<file path="config.mk">
export PLATFORM = sky130hd
export DESIGN_NAME = byte_stuff_frame_codec_unit
export DESIGN_NICKNAME = d
export VERILOG_FILES = /design/src/rtl/bsfc_pkg.sv /design/src/rtl/bsfc_front.sv /design/src/rtl/bsfc_job_fifo.sv /design/src/rtl/bsfc_back.sv /design/src/rtl/byte_stuff_frame_codec_unit.sv
export SDC_FILE = /design/constraint.sdc
export NUM_CORES = 1
export LEC_CHECK = 0
export BUFFER_PORTS_ARGS = -buffer_cell sky130_fd_sc_hd__buf_2
export CAP_MARGIN = 20
export CORE_UTILIZATION = 40
export DETAILED_ROUTE_END_ITERATION = 10
export PLACE_DENSITY = 0.6
export SLEW_MARGIN = 0
export SYNTH_ARGS = -nofsm -noshare
export SYNTH_HDL_FRONTEND = slang
export SYNTH_SLANG_ARGS = --single-unit
</file>
<file path="constraint.sdc">
create_clock -name clock -period 3.14 [get_ports clock]
set_clock_uncertainty 0.05 [all_clocks]
set_input_delay 0 -clock clock [delete_from_list [all_inputs] [get_ports clock]]
set_output_delay 0 -clock clock [all_outputs]
set_load 0.05 [all_outputs]
</file>
<file path="src/rtl/bsfc_pkg.sv">
// Package for the byte-stuffing frame codec: payload structs, job descriptor
// and framing byte constants. No dependencies.
package bsfc_pkg;

   localparam int MAX_RESULTS    = 4;
   localparam int SLOT_IDX_W     = $clog2(MAX_RESULTS);
   localparam int SLOT_CNT_W     = $clog2(MAX_RESULTS + 1);
   localparam int JOB_DEPTH_DEF  = 4;
   localparam int CSR_ADDR_W     = 3;
   localparam int CSR_DATA_W     = 32;

   localparam logic [7:0] START_BYTE = 8'hF1;
   localparam logic [7:0] END_BYTE   = 8'hFF;
   localparam logic [7:0] ESC_BYTE   = 8'hF0;
   localparam logic [3:0] HIGH_NIB   = 4'hF;

   localparam logic [0:0] REG_MODE = 1'b0;

   typedef enum logic [1:0] {
      ST_OK      = 2'd0,
      ST_BAD_ESC = 2'd1,
      ST_OUTSIDE = 2'd2,
      ST_RESTART = 2'd3
   } status_type;

   typedef struct packed {
      logic [7:0] in_byte;
      logic       frame_last;
   } req_payload_type;

   typedef struct packed {
      logic [7:0] out_byte;
      logic       byte_valid;
      logic       frame_end;
      logic [1:0] status;
      logic       run_last;
   } rsp_payload_type;

   // one result of a job, run_last added by the back end
   typedef struct packed {
      logic [7:0] out_byte;
      logic       byte_valid;
      logic       frame_end;
      logic [1:0] status;
   } slot_type;

   typedef struct packed {
      slot_type [MAX_RESULTS-1:0] slots;
      logic [SLOT_IDX_W-1:0]      last_idx;
   } job_type;

   typedef struct packed {
      logic mode;
      logic clear;
   } ctrl_type;

endpackage

</file>
<file path="src/rtl/bsfc_front.sv">
// Front end: classifies each request byte, updates framing state and builds
// a job of up to four results. Depends on bsfc_pkg.
module bsfc_front import bsfc_pkg::*; (
   input  logic            clock,
   input  logic            reset,
   input  ctrl_type        ctrl,
   input  logic            accept,
   input  req_payload_type req,
   output logic            job_push,
   output job_type         job
);

   logic in_frame_ff, in_frame_in;
   logic esc_ff, esc_in;

   function automatic slot_type mk(input logic [7:0] b, input logic v,
                                   input logic e, input status_type s);
      slot_type r;
      r.out_byte   = v ? b : 8'h00;
      r.byte_valid = v;
      r.frame_end  = e;
      r.status     = s;
      return r;
   endfunction

   always_comb begin
      logic [SLOT_CNT_W-1:0] n;
      logic [7:0] b;
      logic       plain;
      n           = '0;
      b           = req.in_byte;
      plain       = 1'b1;
      in_frame_in = in_frame_ff;
      esc_in      = esc_ff;
      job.slots   = '0;
      if (!ctrl.mode) begin
         if (!in_frame_ff) begin
            job.slots[n[SLOT_IDX_W-1:0]] = mk(START_BYTE, 1'b1, 1'b0, ST_OK);
            n = n + 1'b1;
            in_frame_in = 1'b1;
         end
         if (b[7:4] == HIGH_NIB) begin
            job.slots[n[SLOT_IDX_W-1:0]] = mk(ESC_BYTE, 1'b1, 1'b0, ST_OK);
            n = n + 1'b1;
            job.slots[n[SLOT_IDX_W-1:0]] = mk({4'h0, b[3:0]}, 1'b1, 1'b0, ST_OK);
            n = n + 1'b1;
         end else begin
            job.slots[n[SLOT_IDX_W-1:0]] = mk(b, 1'b1, 1'b0, ST_OK);
            n = n + 1'b1;
         end
         if (req.frame_last) begin
            job.slots[n[SLOT_IDX_W-1:0]] = mk(END_BYTE, 1'b1, 1'b1, ST_OK);
            n = n + 1'b1;
            in_frame_in = 1'b0;
         end
      end else begin
         if (esc_ff) begin
            esc_in = 1'b0;
            if (b[7:4] == 4'h0) begin
               job.slots[n[SLOT_IDX_W-1:0]] = mk(ESC_BYTE | b, 1'b1, 1'b0, ST_OK);
               n = n + 1'b1;
               plain = 1'b0;
            end else begin
               job.slots[n[SLOT_IDX_W-1:0]] = mk(8'h00, 1'b0, 1'b0, ST_BAD_ESC);
               n = n + 1'b1;
            end
         end
         if (plain) begin
            if (b == START_BYTE) begin
               if (in_frame_ff) begin
                  job.slots[n[SLOT_IDX_W-1:0]] = mk(8'h00, 1'b0, 1'b0, ST_RESTART);
                  n = n + 1'b1;
               end
               in_frame_in = 1'b1;
            end else if (!in_frame_ff) begin
               job.slots[n[SLOT_IDX_W-1:0]] = mk(8'h00, 1'b0, 1'b0, ST_OUTSIDE);
               n = n + 1'b1;
            end else if (b == END_BYTE) begin
               job.slots[n[SLOT_IDX_W-1:0]] = mk(8'h00, 1'b0, 1'b1, ST_OK);
               n = n + 1'b1;
               in_frame_in = 1'b0;
            end else if (b == ESC_BYTE) begin
               esc_in = 1'b1;
            end else if (b[7:4] == HIGH_NIB) begin
               // stray high byte, frame stays open
               job.slots[n[SLOT_IDX_W-1:0]] = mk(8'h00, 1'b0, 1'b0, ST_BAD_ESC);
               n = n + 1'b1;
            end else begin
               job.slots[n[SLOT_IDX_W-1:0]] = mk(b, 1'b1, 1'b0, ST_OK);
               n = n + 1'b1;
            end
         end
      end
      job.last_idx = SLOT_IDX_W'(n - 1'b1);
      job_push     = accept && (n != '0);
   end

   always_ff @(posedge clock) begin
      if (reset || ctrl.clear) begin
         in_frame_ff <= 1'b0;
         esc_ff      <= 1'b0;
      end else if (accept) begin
         in_frame_ff <= in_frame_in;
         esc_ff      <= esc_in;
      end
   end

endmodule

</file>
<file path="src/rtl/bsfc_job_fifo.sv">
// Short job queue between front and back end, register based.
// Depends on bsfc_pkg.
module bsfc_job_fifo import bsfc_pkg::*; #(
   parameter int DEPTH = JOB_DEPTH_DEF
) (
   input  logic    clock,
   input  logic    reset,
   input  logic    push,
   input  job_type wr_job,
   output logic    full,
   input  logic    pop,
   output logic    empty,
   output job_type rd_job
);

   localparam int PTR_W = (DEPTH > 1) ? $clog2(DEPTH) : 1;
   localparam int CNT_W = $clog2(DEPTH + 1);

   job_type            entries_ff [DEPTH];
   logic [PTR_W-1:0]   wr_ptr_ff, wr_ptr_in;
   logic [PTR_W-1:0]   rd_ptr_ff, rd_ptr_in;
   logic [CNT_W-1:0]   count_ff, count_in;
   logic               do_push, do_pop;

   assign full    = (count_ff == CNT_W'(DEPTH));
   assign empty   = (count_ff == '0);
   assign do_push = push && !full;
   assign do_pop  = pop && !empty;
   assign rd_job  = entries_ff[rd_ptr_ff];

   always_comb begin
      wr_ptr_in = wr_ptr_ff;
      rd_ptr_in = rd_ptr_ff;
      count_in  = count_ff;
      if (do_push)
         wr_ptr_in = (wr_ptr_ff == PTR_W'(DEPTH - 1)) ? '0 : wr_ptr_ff + 1'b1;
      if (do_pop)
         rd_ptr_in = (rd_ptr_ff == PTR_W'(DEPTH - 1)) ? '0 : rd_ptr_ff + 1'b1;
      if (do_push && !do_pop)
         count_in = count_ff + 1'b1;
      else if (do_pop && !do_push)
         count_in = count_ff - 1'b1;
   end

   always_ff @(posedge clock) begin
      if (reset) begin
         wr_ptr_ff <= '0;
         rd_ptr_ff <= '0;
         count_ff  <= '0;
      end else begin
         wr_ptr_ff <= wr_ptr_in;
         rd_ptr_ff <= rd_ptr_in;
         count_ff  <= count_in;
      end
   end

   always_ff @(posedge clock) begin
      if (do_push)
         entries_ff[wr_ptr_ff] <= wr_job;
   end

endmodule

</file>
<file path="src/rtl/bsfc_back.sv">
// Back end: walks the slots of the head job into the response register,
// one result per cycle while it is empty or popped. Depends on bsfc_pkg.
module bsfc_back import bsfc_pkg::*; (
   input  logic            clock,
   input  logic            reset,
   input  logic            job_empty,
   input  job_type         job,
   output logic            job_pop,
   output logic            rsp_empty,
   input  logic            rsp_pop,
   output rsp_payload_type rsp
);

   logic [SLOT_IDX_W-1:0] idx_ff, idx_in;
   logic                  out_valid_ff, out_valid_in;
   rsp_payload_type       rsp_ff, rsp_in;
   logic                  emit, last_slot;
   slot_type              cur;

   assign cur       = job.slots[idx_ff];
   assign last_slot = (idx_ff == job.last_idx);
   // output register refills in the cycle it is popped
   assign emit      = !job_empty && (!out_valid_ff || rsp_pop);
   assign job_pop   = emit && last_slot;
   assign rsp_empty = !out_valid_ff;
   assign rsp       = rsp_ff;

   always_comb begin
      idx_in       = idx_ff;
      out_valid_in = out_valid_ff;
      rsp_in       = rsp_ff;
      if (rsp_pop && out_valid_ff)
         out_valid_in = 1'b0;
      if (emit) begin
         out_valid_in      = 1'b1;
         rsp_in.out_byte   = cur.out_byte;
         rsp_in.byte_valid = cur.byte_valid;
         rsp_in.frame_end  = cur.frame_end;
         rsp_in.status     = cur.status;
         rsp_in.run_last   = last_slot;
         idx_in            = last_slot ? '0 : idx_ff + 1'b1;
      end
   end

   always_ff @(posedge clock) begin
      if (reset) begin
         idx_ff       <= '0;
         out_valid_ff <= 1'b0;
      end else begin
         idx_ff       <= idx_in;
         out_valid_ff <= out_valid_in;
      end
      rsp_ff <= rsp_in;
   end

endmodule

</file>
<file path="src/rtl/byte_stuff_frame_codec_unit.sv">
// Top level of the byte-stuffing frame codec: mode register on the csr port,
// front end, job queue and back end. Depends on bsfc_pkg and the bsfc modules.
//
// Usage: requests (in_byte, frame_last) are pushed while req_full is low.
// Mode 0 frames raw data (start byte, nibble escapes, end byte on the byte
// marked last); mode 1 unframes line bytes and reports errors in status.
// Each request yields zero to four responses, read in order with rsp_pop
// while rsp_empty is low; run_last marks the last response of a request.
// A request passes through the job queue and then the response register.
// Throughput: one request per cycle while each gives one response and the
// receiver keeps popping; a request with several responses holds the back
// end for one slot each, so the sustained rate is set by the back end's
// one-slot-per-cycle walk, with the job queue (JOB_DEPTH entries) absorbing
// bursts of escape expansion. Requests that give no response (opening start
// byte, escape byte in decode) use only the front end.
// When the receiver stalls the response register holds, the queue fills and
// req_full rises. Reset clears mode to encode, the job queue, the response register and framing state.
// Writing the mode register also clears the framing state; write it only
// while no responses are outstanding.
module byte_stuff_frame_codec_unit import bsfc_pkg::*; #(
   parameter int JOB_DEPTH = JOB_DEPTH_DEF
) (
   input  logic                  clock,
   input  logic                  reset,
   input  logic                  req_push,
   output logic                  req_full,
   input  req_payload_type       req_payload,
   output logic                  rsp_empty,
   input  logic                  rsp_pop,
   output rsp_payload_type       rsp_payload,
   input  logic                  csr_psel,
   input  logic                  csr_penable,
   input  logic                  csr_pwrite,
   input  logic [CSR_ADDR_W-1:0] csr_paddr,
   input  logic [CSR_DATA_W-1:0] csr_pwdata,
   output logic [CSR_DATA_W-1:0] csr_prdata,
   output logic                  csr_pready
);

   logic     mode_ff;
   logic     csr_wr, mode_wr;
   ctrl_type ctrl;
   logic     accept, job_push, job_pop, job_empty;
   job_type  wr_job, rd_job;

   assign csr_pready = 1'b1;
   assign csr_wr     = csr_psel && csr_penable && csr_pwrite;
   assign mode_wr    = csr_wr && (csr_paddr[CSR_ADDR_W-1:2] == REG_MODE);
   assign csr_prdata = (csr_paddr[CSR_ADDR_W-1:2] == REG_MODE) ?
                       {{(CSR_DATA_W-1){1'b0}}, mode_ff} : '0;

   always_ff @(posedge clock) begin
      if (reset)
         mode_ff <= 1'b0;
      else if (mode_wr)
         mode_ff <= csr_pwdata[0];
   end

   assign ctrl.mode  = mode_ff;
   assign ctrl.clear = mode_wr;
   assign accept     = req_push && !req_full;

   bsfc_front u_front (
      .clock    (clock),
      .reset    (reset),
      .ctrl     (ctrl),
      .accept   (accept),
      .req      (req_payload),
      .job_push (job_push),
      .job      (wr_job)
   );

   bsfc_job_fifo #(.DEPTH(JOB_DEPTH)) u_jobq (
      .clock  (clock),
      .reset  (reset),
      .push   (job_push),
      .wr_job (wr_job),
      .full   (req_full),
      .pop    (job_pop),
      .empty  (job_empty),
      .rd_job (rd_job)
   );

   bsfc_back u_back (
      .clock     (clock),
      .reset     (reset),
      .job_empty (job_empty),
      .job       (rd_job),
      .job_pop   (job_pop),
      .rsp_empty (rsp_empty),
      .rsp_pop   (rsp_pop),
      .rsp       (rsp_payload)
   );

endmodule

</file>
==> impl_metrics.json <==
{
  "clkTransAtPathRegs_ns": 0.06,
  "synthFlopType": "edfxtp_1",
  "cts_made_buffers": 17,
  "fin_crit_sh": 0.958,
  "antenna_found_initial": 1,
  "clock_sinks": 160,
  "areaGrowthSynthToFinish_pct": 15.9,
  "num-fill-cells": 1471,
  "ys_warn_count": 0,
  "cts_tree": "built",
  "fin_util": 0.479,
  "dr.pass1.iters": 4,
  "cp.arrival_ns": 3.32,
  "crit_chain": "dlygate4sd3_1, buf_2, nand4_4, buf_4, ha_1, xnor2_2, o32ai_2, ha_2, a211oi_4, ha_2, inv_1, fa_2, xor2_1, or3_1, a21oi_1",
  "crit_path_end_kind": "register",
  "intPower_mw": 4.70,
  "cpPeakStageDelay_ns": 0.52,
  "drt_iter0_markers": 329,
  "drc": 0,
  "synth_cell_types": 60,
  "hold_path_class": "in2reg",
  "vias": 3924,
  "io_buffer_count": 33,
  "setup_viol": 0,
  "clock_latency_ns": 0.42,
  "ff2ff_path_depth": 12,
  "grt_pass1_wl_mm": 22.1,
  "die_y_microns": 136,
  "rr_endpoint": "u_jobq.count_ff[2]$_SDFFE_PP0P_",
  "p_clk_frac": 0.286,
  "layout_commonest_cell": "edfxtp_1",
  "r2r_start": "u_front.in_frame_ff$_SDFFE_PP0P_",
  "ctsHtreeMaxLevel": 4,
  "whs_path_depth": 4,
  "fin_nets": 580,
  "p_leak_nw": 2.99,
  "ff2ff_setup_slack_ns": 0.21,
  "max-slew-margin-rel": 0.473,
  "max_freq_mhz": 332,
  "start_util": 0.414,
  "die_w_microns": 136,
  "clk_path_buf_depth": 2,
  "ys_async_sr_fraction": 0,
  "rows": 48,
  "dieArea_sq_mm": 0.0186,
  "syn_area_sq_mm": 0.00723,
  "grt_pass1_vias": 3998,
  "core_sq_mm": 0.0175,
  "p_sw_mw": 2.17,
  "gr-total-overflow": 0,
  "critPathBufInv": 4,
  "drive_gt1_frac": 0.278,
  "io_pins": 99,
  "routed_wl_mm": 14.3,
  "cp-startpoint": "req_payload[5]",
  "dpl.hpwl_mm": 9.17,
  "maxSlewViolCount": 0,
  "worstPathRequired_ns": 3.45,
  "status": "finished clean",
  "grt_max_degree": 34,
  "synthCells": 451,
  "cp_max_fo": 7,
  "viasPerCell": 5.22,
  "worst_pin_slew_ns": 0.790,
  "crit_top_cell": "ha_2",
  "critPathKind": "in2reg",
  "hold_violations": 0,
  "whs_endpoint": "u_front.in_frame_ff$_SDFFE_PP0P_",
  "grt.total_usage": 0.167,
  "power.density_mw_per_mm2": 820,
  "swShare": 0.316,
  "p_total_mw": 6.87,
  "ys_ff_latch": 160,
  "critical_path.slowest_cell": "dlygate4sd3_1",
  "gp_congestion": 0.869,
  "avgSynthCellArea_sq_um": 16.0,
  "ys_seq_area_frac": 0.644,
  "cpLargestDelayFamily": "adder cells",
  "synth-edff-count": 145,
  "p_comb_frac": 0.300,
  "crit_path_start_kind": "primary input",
  "seqPwrFrac": 0.414,
  "cts-root-buf": "clkbuf_16",
  "drv_cap": 0,
  "final_cell_mix": "edfxtp_1 (145), mux4_2 (38), conb_1 (32), buf_2 (31), buf_4 (28)",
  "period_minus_slack_ns": 3.01,
  "detail-route-antenna-nets": 0,
  "ir_worst_vdd_uv": 378,
  "worstHoldStart": "req_payload[2]",
  "avgRoutedWirePerCell_microns": 19.0
}
-- power groups by stage --
stage / Clock (mW) / Combinational, mW / Sequential [mW]
2_1_floorplan: 0 / 1.34 / 3.18
3_3_place_gp: 0 / 2.03 / 2.88
3_5_place_dp: 0 / 2.07 / 2.89
4_1_cts: 2.00 / 2.09 / 2.85
5_1_grt: 2.10 / 2.22 / 2.88
6_report: 1.97 / 2.06 / 2.85
-- synthesized netlist by cell type (2+ instances only) --
cell type	n	area (sq um)
a21o_1	16	120
a21oi_1	12	60.1
a31oi_1	2	12.5
and2_1	6	37.5
and3_1	3	18.8
buf_2	6	30.0
buf_4	34	255
buf_6	3	33.8
clkbuf_1	14	52.6
conb_1	2	7.51
dfxtp_1	15	300
edfxtp_1	145	4350
ha_1	15	188
inv_1	19	71.3
mux2i_1	12	120
mux4_2	38	856
nand2_1	18	67.6
nand2b_1	2	12.5
nand3_1	5	25.0
nand3b_1	2	15.0
nand4_1	3	18.8
nor2_1	11	41.3
nor2b_1	4	25.0
nor3_1	5	25.0
nor4_1	3	18.8
o211ai_1	2	15.0
o21ai_0	8	40.0
o21ai_1	9	45.0
o22ai_1	2	12.5
o31a_1	2	17.5
or3_1	2	12.5
or4_1	2	15.0
xor2_1	2	17.5
-- kinds of logic after synthesis --
family,Yosys count,synth area share
xor gates and xnor gates,5,0.00970
AOI/OAI and AO/OA,65,0.0599
and+or+nand+nor,72,0.0540
muxes,53,0.140
other,2,0.00104
DFF,160,0.644
buffers and inverters,78,0.0623
adders and majority gates,16,0.0287
-- worst register-to-register path: cells and delay by family (launching register included) --
family | cells | cell delay, ns
xor+xnor | 2 | 0.34
flops | 1 | 0.32
simple gates | 1 | 0.30
fa+ha+maj | 4 | 1.15
compound gates | 3 | 0.48
buf+inv | 2 | 0.24
-- layer usage --
| metal | share of wire | GRT usage | wire length [microns] | vias up |
|---|---|---|---|---|
| met5 | 0 | 0 | 0 | - |
| met4 | 0.010 | 0.0531 | 149 | 0 |
| met3 | 0.057 | 0.0414 | 815 | 11 |
| met2 | 0.51 | 0.284 | 7310 | 120 |
| met1 | 0.42 | 0.209 | 6030 | 1992 |
| li1 | - | - | - | 1801 |
-- cell type report --
cell class	count	area, sq um	share of cell area
clock buffers	18	429	0.0512
well taps	225	282	0.0336
inverters	20	75.1	0.00896
diodes	1	2.50	0.000299
flip-flops and latches	160	4660	0.556
clock inverters	14	141	0.0169
repair buffers	71	505	0.0603
multi-input cells	243	2290	0.273
-- sequential cells by signal, indices dropped and copies added (netlist names), named ones only --
| signal | cells |
|---|---|
| u_back.idx_ff | 2 |
| u_jobq.wr_ptr_ff | 2 |
| u_back.out_valid_ff | 1 |
| u_jobq.entries_ff | 132 |
| u_jobq.rd_ptr_ff | 2 |
| u_front.in_frame_ff | 1 |
| u_back.rsp | 13 |
| mode_ff | 1 |
| u_front.esc_ff | 1 |
| u_jobq.count_ff | 3 |
-- worst max path at each step --
stage                                      end  slack (ns)  cells after the start
3_5_place_dp   u_jobq.count_ff[2]$_SDFFE_PP0P_        0.07                     15
6_report       u_jobq.count_ff[2]$_SDFFE_PP0P_        0.13                     15
2_1_floorplan  u_jobq.count_ff[2]$_SDFFE_PP0P_       0.007                     15
5_1_grt        u_jobq.count_ff[2]$_SDFFE_PP0P_     -0.0003                     15
4_1_cts        u_jobq.count_ff[2]$_SDFFE_PP0P_        0.06                     15
3_3_place_gp   u_jobq.count_ff[2]$_SDFFE_PP0P_        0.10                     15
-- metrics by stage --
| step | hold slack, ns | std cells | setup WS (ns) | area, sq um | TNS [ns] |
|---|---|---|---|---|---|
| 6_report | 0.0407 | 752 | 0.132 | 8380 | 0 |
| 2_1_floorplan | 0.0939 | 481 | 0.00698 | 7380 | 0 |
| 4_1_cts | 0.000247 | 750 | 0.0570 | 8340 | 0 |
| 3_3_place_gp | 0.180 | 708 | 0.103 | 7670 | 0 |
| 5_1_grt | 0.0494 | 751 | -0.000344 | 8370 | -0.000344 |
| 3_5_place_dp | 0.192 | 708 | 0.0692 | 7670 | 0 |
-- what timing repair did --
action / 4_1_cts / 5_1_grt
gates resized for setup: 0 / 5
endpoints found under the setup margin: 0 / 1
buffers inserted: 0 / 1
hold buffers: 10 / 0
hold endpoints to repair: 23 / 0
Power figures use the tool's default switching activity.
